<file path="config.mk">
export PLATFORM = sky130hd
export DESIGN_NAME = gbcyi_ema_lane
export DESIGN_NICKNAME = d
export VERILOG_FILES = /design/src/hdl/gbcyi_pkg.sv /design/src/hdl/gbcyi_ema_lane.sv
export SDC_FILE = /design/constraint.sdc
export NUM_CORES = 1
export LEC_CHECK = 0
export CAP_MARGIN = 20
export CORE_AREA = 2 2 179 181
export DETAILED_ROUTE_END_ITERATION = 10
export DIE_AREA = 0 0 181 183
export DONT_BUFFER_PORTS = 1
export PLACE_DENSITY = 0.69
export SLEW_MARGIN = 25
export SYNTH_ARGS = -nofsm -noshare
export SYNTH_HDL_FRONTEND = slang
export SYNTH_SLANG_ARGS = --single-unit
</file>
<file path="constraint.sdc">
create_clock -name vclk -period 26
set_input_delay 5.2 -clock vclk [all_inputs]
set_output_delay 5.2 -clock vclk [all_outputs]
set_load 0.02 [all_outputs]
</file>
<file path="src/hdl/gbcyi_pkg.sv">
// Package for the gyro bias calibration and yaw integration block.
// Holds default parameters, register reset values, codes and the rate scaling function.
// No dependencies.
package gbcyi_pkg;

    // Default parameter values
    localparam int FRACTION_BITS_DEF = 16;
    localparam int YAW_WIDTH_DEF     = 48;

    // Configuration port
    localparam int CFG_INDEX_W = 3;
    localparam int CFG_DATA_W  = 21;

    localparam logic [CFG_INDEX_W-1:0] REG_EMA_WEIGHT       = 3'd0;
    localparam logic [CFG_INDEX_W-1:0] REG_SETTLE_THRESHOLD = 3'd1;
    localparam logic [CFG_INDEX_W-1:0] REG_ATTEMPT_LIMIT    = 3'd2;
    localparam logic [CFG_INDEX_W-1:0] REG_DEADBAND         = 3'd3;
    localparam logic [CFG_INDEX_W-1:0] REG_INITIAL_ESTIMATE = 3'd4;

    // Register reset values
    localparam logic [15:0]        EMA_WEIGHT_RST       = 16'd58982;
    localparam logic [20:0]        SETTLE_THRESHOLD_RST = 21'd6554;
    localparam logic [15:0]        ATTEMPT_LIMIT_RST    = 16'd1000;
    localparam logic [15:0]        DEADBAND_RST         = 16'd105;
    localparam logic signed [8:0]  INITIAL_ESTIMATE_RST = 9'sd100;

    // Field widths
    localparam int RAW_W   = 16;
    localparam int SCALE_W = 9;
    localparam int DT_W    = 24;

    // Commands
    typedef enum logic [1:0] {
        CMD_SAMPLE    = 2'd0,
        CMD_CLEAR_YAW = 2'd1,
        CMD_RESTART   = 2'd2
    } cmd_t;

    // Phase of operation
    typedef enum logic {
        PHASE_RUN = 1'b0,
        PHASE_CAL = 1'b1
    } phase_t;

    // Reciprocal of 131: ceil(2^24 / 131), exact for magnitudes up to 2^15
    localparam logic [16:0] RECIP_131   = 17'd128071;
    localparam int          RECIP_SHIFT = 24;

    // Raw word divided by 131, truncated toward zero
    function automatic logic signed [SCALE_W-1:0] scale_rate(input logic signed [RAW_W-1:0] raw);
        logic [RAW_W:0]    mag;
        logic [RAW_W+17:0] prod;
        logic [SCALE_W-1:0] quot;
        mag  = raw[RAW_W-1] ? (RAW_W+1)'(-$signed({raw[RAW_W-1], raw}))
                            : {1'b0, raw};
        prod = mag * RECIP_131;
        quot = prod[RECIP_SHIFT +: SCALE_W];
        return raw[RAW_W-1] ? $signed(-quot) : $signed(quot);
    endfunction

endpackage

</file>
<file path="src/hdl/gbcyi_ema_lane.sv">
// One axis of the calibration average: exponential update and settle test.
// Depends on gbcyi_pkg.
module gbcyi_ema_lane #(
    parameter int FRACTION_BITS = gbcyi_pkg::FRACTION_BITS_DEF
) (
    input  logic signed [FRACTION_BITS+8:0]            avg,
    input  logic signed [gbcyi_pkg::SCALE_W-1:0]       sample,
    input  logic        [15:0]                         weight,
    input  logic        [20:0]                         threshold,
    output logic signed [FRACTION_BITS+8:0]            avg_new,
    output logic                                       settle_ok
);
    localparam int AVG_W  = FRACTION_BITS + 9;
    localparam int PROD_W = AVG_W + 18;
    localparam int CMP_W  = (AVG_W + 1 > 21) ? AVG_W + 1 : 21;

    logic signed [AVG_W-1:0]  sample_fx;
    logic signed [AVG_W:0]    diff;
    logic signed [PROD_W-1:0] prod;
    logic signed [AVG_W:0]    step;
    logic signed [AVG_W:0]    sum;
    logic        [AVG_W:0]    mag;

    // new = sample + floor((avg - sample) * w / 2^16)
    assign sample_fx = {sample, {FRACTION_BITS{1'b0}}};
    assign diff      = (AVG_W+1)'(avg) - (AVG_W+1)'(sample_fx);
    assign prod      = PROD_W'(diff) * PROD_W'($signed({1'b0, weight}));
    assign step      = prod[16 +: AVG_W+1];
    assign sum       = (AVG_W+1)'(sample_fx) + step;
    assign avg_new   = sum[AVG_W-1:0];

    // sample - new is -step; its magnitude against the threshold
    assign mag       = step[AVG_W] ? $unsigned(-step) : $unsigned(step);
    assign settle_ok = CMP_W'(mag) < CMP_W'(threshold);

endmodule

</file>
======== Word level (Yosys, flattened, before mapping) ========
Index checks and enable logic that the tools add are counted.
storage, ports and cells
  bits in registers ....................... 0
  input port bits ......................... 71
  output and inout bits ................... 26
operators by class
  $add $sub $neg .......................... 3
  multiply operators ...................... 1
  $lt $le $gt $ge ......................... 1
  mux-type cells .......................... 1
operators by type and width
  kind              number
  $mul A26 B17 Y42  1
  $lt A26 B21 Y1    1
  $mux W26          1
  $neg A26 Y26      1
  $sub A25 B25 Y26  1
  $add A25 B25 Y25  1

======== Longest topological paths before layout ========
  word-level depth ........................ 5
  mapped depth ............................ 46
  mapped depth without buffers ............ 44

======== Worst setup path after synthesis ========
OpenSTA, ideal clock, no wires.
  path kind ............................... input port to output port
  start ................................... input port sample[1] (netlist bit)
  end ..................................... output port settle_ok
  arrival time ............................ 15.404 ns
  slack ................................... 5.396 ns
  stages .................................. 44
  buffers on the path ..................... 4
  path through ............................ inv_1 ha_1 nor2b_1 o21ai_0 nand2b_1 a21o_1 a21o_1 a21oi_1 o21ai_0 a2111oi_0 a21o_1 clkbuf_1 nand2_1 fa_1 inv_1 fa_1 clkbuf_1 xnor2_1 (+8 left out) a21oi_1 o21bai_1 a21oi_1 o41ai_1 a2111oi_2 a21oi_1 a21o_1 xnor2_1 clkbuf_1 o31ai_1 xnor2_1 ha_1 a21o_1 a21o_1 a21oi_1 o221ai_1 o32ai_1 and4_1
on the way
  longest elaborated chain between the ends .. 5
RTL lines
  element               RTL line              RTL
  start, declared       gbcyi_ema_lane.sv:7   input logic signed [gbcyi_pkg::SCALE_W-1:0] sample,
  $sub A25 B25 Y26 (*)  gbcyi_ema_lane.sv:26  assign diff = (AVG_W+1)'(avg) - (AVG_W+1)'(sample_fx);
  $mul A26 B17 Y42 (*)  gbcyi_ema_lane.sv:27  assign prod = PROD_W'(diff) * PROD_W'($signed({1'b0, weight}));
  $neg A26 Y26          gbcyi_ema_lane.sv:33  assign mag = step[AVG_W] ? $unsigned(-step) : $unsigned(step);
  $mux W26 (*)          gbcyi_ema_lane.sv:33
  $lt A26 B21 Y1 (*)    gbcyi_ema_lane.sv:34  assign settle_ok = CMP_W'(mag) < CMP_W'(threshold);
  end, declared         gbcyi_ema_lane.sv:11  output logic settle_ok
Mark *: on every way between the ends. The rest lies on a longest branch, timed or not.

======== Worst setup path in the final report ========
Same ends and word-level chain as after synthesis.

==> out/metrics.csv <==
stage,metric,value,unit
run_status,status,completed,
logic_synthesis,synth_simple_gate_area_share,0.1725,
logic_synthesis,seq_area_frac_synth,0,
logic_synthesis,syn-instance-count,1987,
drt,first_iter_violations,644,
placement,io_buffers,0,
logic_synthesis,synth_top_family_by_area,adder cells,
timing,period_share,0.8273,
placement,place_area,17130,um2
timing,final-setup-viol-count,0,
worst_setup_path,crit_path_max_fanout,25,
logic_synthesis,yosysWarningCount,0,
logic_synthesis,yosys.cell_types.count,70,
drt,wl,40.41,mm
drt,drtPass1Iterations,5,
timing,fmax,0.04649,GHz
placement,dp_hpwl,34.74,mm
layout,design_area,17140,um2
floorplan,dieArea,33120,um2
logic_synthesis,synth-xor-area-share,0.04315,
timing,drv_slew,0,
clocking,hold_buffers,0,
floorplan,die_h,183,um
floorplan,rows,65,
layout,nNetsFinal,2516,
logic_synthesis,synth_mux_area_frac,0.003119,
clocking,cts_setup_buffers,0,
timing,worst_slew_pin_slew,1.089,ns
logic_synthesis,syn_area,16850,um2
floorplan,die_w,181,um
drt,ant_nets,0,
worst_setup_path,critical_path_class,in2out,
worst_setup_path,startpoint_type,input pin,
timing,rsz0062_at_grt,false,
worst_hold_path,hp-class,in2out,
global_routing,grt_max_degree,29,
worst_setup_path,cp-end-kind,output pin,
timing,finalHoldViolations,0,
drt,route.detailed.drc,0,
worst_setup_path,worstSetupStartpoint,sample[1],
worst_setup_path,max_stage_delay,0.72,ns
layout,design.seq.count,0,
worst_setup_path,worst_path_max_delay_cell,fa_1,
logic_synthesis,synthAdderAreaFrac,0.5707,
global_routing,antenna_found_initial,0,
worst_setup_path,crit_top_cell,a21o_1,
worst_setup_path,critical_path_required,20.80,ns
logic_synthesis,synth.avg_cell_area,8.478,um2
timing,setup_tns,0,ns
layout,seqCellArea,0,um2
worst_setup_path,crit_family,compound AO/OA/AOI/OAI gates,
drt,wl_per_cell,17.45,um
global_routing,grt.overflow.total,0,
placement,routabilityCongestion,0.9292,
timing,hold_ws,10.55,ns
logic_synthesis,synth_compound_area_frac,0.07613,
layout,utilization,0.5488,
layout,drive_above_1_share,0.01933,
run,maxCapViolations,0,
layout,clockBufferCount,0,
timing,slew_headroom,0.2625,
global_routing,grt_pass1_vias,14540,
layout,syn2layout_area_growth,1.731,%
floorplan,initial_core_util,0.5394,
logic_synthesis,syn_nets,2587,
layout,antenna_cells,0,
clocking,ctsResizeCount,0,
worst_setup_path,arrival,16.31,ns
drt,vias,12710,
floorplan,coreArea,31230,um2
worst_hold_path,worstHoldStart,sample[0],
global_routing,grt_pass1_wl,70.51,mm
global_routing,track_usage,0.2609,
worst_setup_path,crit_buf_inv,5,
floorplan,ios,97,
drt,avgViaCountPerCell,5.488,
timing,min_period,21.51,ns
## logic make-up after synthesis
kind of cell / count (synthesis)
buffers and inverters: 602
AOI/OAI and AO/OA: 185
muxes: 5
adders and majority gates: 535
and+or+nand+nor: 577
xor gates and xnor gates: 83
## worst paths after layout
check                         end  slack [ns]  cells past startpoint
worst max-delay path    settle_ok        4.49                     41
worst min-delay path  avg_new[16]       10.55                      1
## routing by layer
metal  vias up  part of all wire  GRT usage
li1       5768                 -          -
met1      6559              0.40     0.3199
met2       320              0.53     0.5032
met3        64             0.043    0.02164
met4         0             0.021    0.05171
met5         -                 0          0
## layout by cell type (no fill, tap or decap), types with 4 or more instances in the layout
master	Yosys	routed
inv_1	520	520
fa_1	391	391
nand2_1	266	266
and2_1	160	160
ha_1	138	138
xnor2_1	61	58
a21oi_1	39	39
nand2b_1	30	30
o21ai_0	26	26
nor2_1	25	25
a21o_1	25	25
xor2_1	22	22
nor2b_1	19	19
nand3_1	16	16
nand4_1	12	12
o211ai_1	9	9
a211oi_1	9	9
a31oi_1	9	9
nor3_1	9	9
o31ai_1	9	9
buf_4	0	9
and3_1	8	8
or3_1	7	7
o21ai_1	7	7
maj3_1	6	6
o21a_1	6	6
a21oi_2	6	6
o21bai_1	6	6
a2111oi_0	4	4
nand4b_1	4	4
and4_1	4	4
## through the flow
stage | setup WS (ns) | std cells
detailed placement | 4.217 | 2316
global route | 3.375 | 2316
global placement | 4.480 | 2316
floorplan | 5.396 | 1987
finish | 4.490 | 2316
CTS | 4.215 | 2316
## cells in the mapped netlist, drive strengths merged, types with 2 or more instances
| cell type | instances | area (um2) |
|---|---|---|
| a2111oi | 6 | 65.06 |
| a211oi | 9 | 67.56 |
| a21o | 25 | 187.7 |
| a21oi | 45 | 247.7 |
| a221oi | 2 | 23.77 |
| a311o | 2 | 20.02 |
| a31o | 3 | 26.28 |
| a31oi | 9 | 56.30 |
| and2 | 160 | 1001 |
| and3 | 8 | 50.05 |
| and4 | 5 | 46.29 |
| buf | 5 | 23.77 |
| clkbuf | 77 | 289.0 |
| fa | 391 | 7828 |
| ha | 138 | 1727 |
| inv | 520 | 1952 |
| maj3 | 6 | 60.06 |
| mux2 | 2 | 22.52 |
| mux2i | 3 | 30.03 |
| nand2 | 267 | 1005 |
| nand2b | 30 | 187.7 |
| nand3 | 16 | 80.08 |
| nand4 | 12 | 75.07 |
| nand4b | 4 | 35.03 |
| nor2 | 26 | 100.1 |
| nor2b | 19 | 118.9 |
| nor3 | 9 | 45.04 |
| nor4 | 2 | 12.51 |
| o211ai | 9 | 67.56 |
| o21a | 6 | 45.04 |
| o21ai | 34 | 173.9 |
| o21bai | 6 | 45.04 |
| o221ai | 4 | 41.29 |
| o311ai | 2 | 17.52 |
| o31ai | 9 | 67.56 |
| o41ai | 3 | 26.28 |
| or2 | 4 | 25.03 |
| or3 | 7 | 43.79 |
| or4 | 3 | 26.27 |
| xnor2 | 61 | 534.3 |
| xor2 | 22 | 192.7 |
## area by class of cell
class,instances,area (um2)
multi-input cells,1385,14620
fillers,2945,14090
inverters,520,1952
well taps,402,503.0
repair buffers,9,67.56
Power is not shown: default switching activity piles up to over one toggle a cycle in this logic, so the estimate is an artifact.
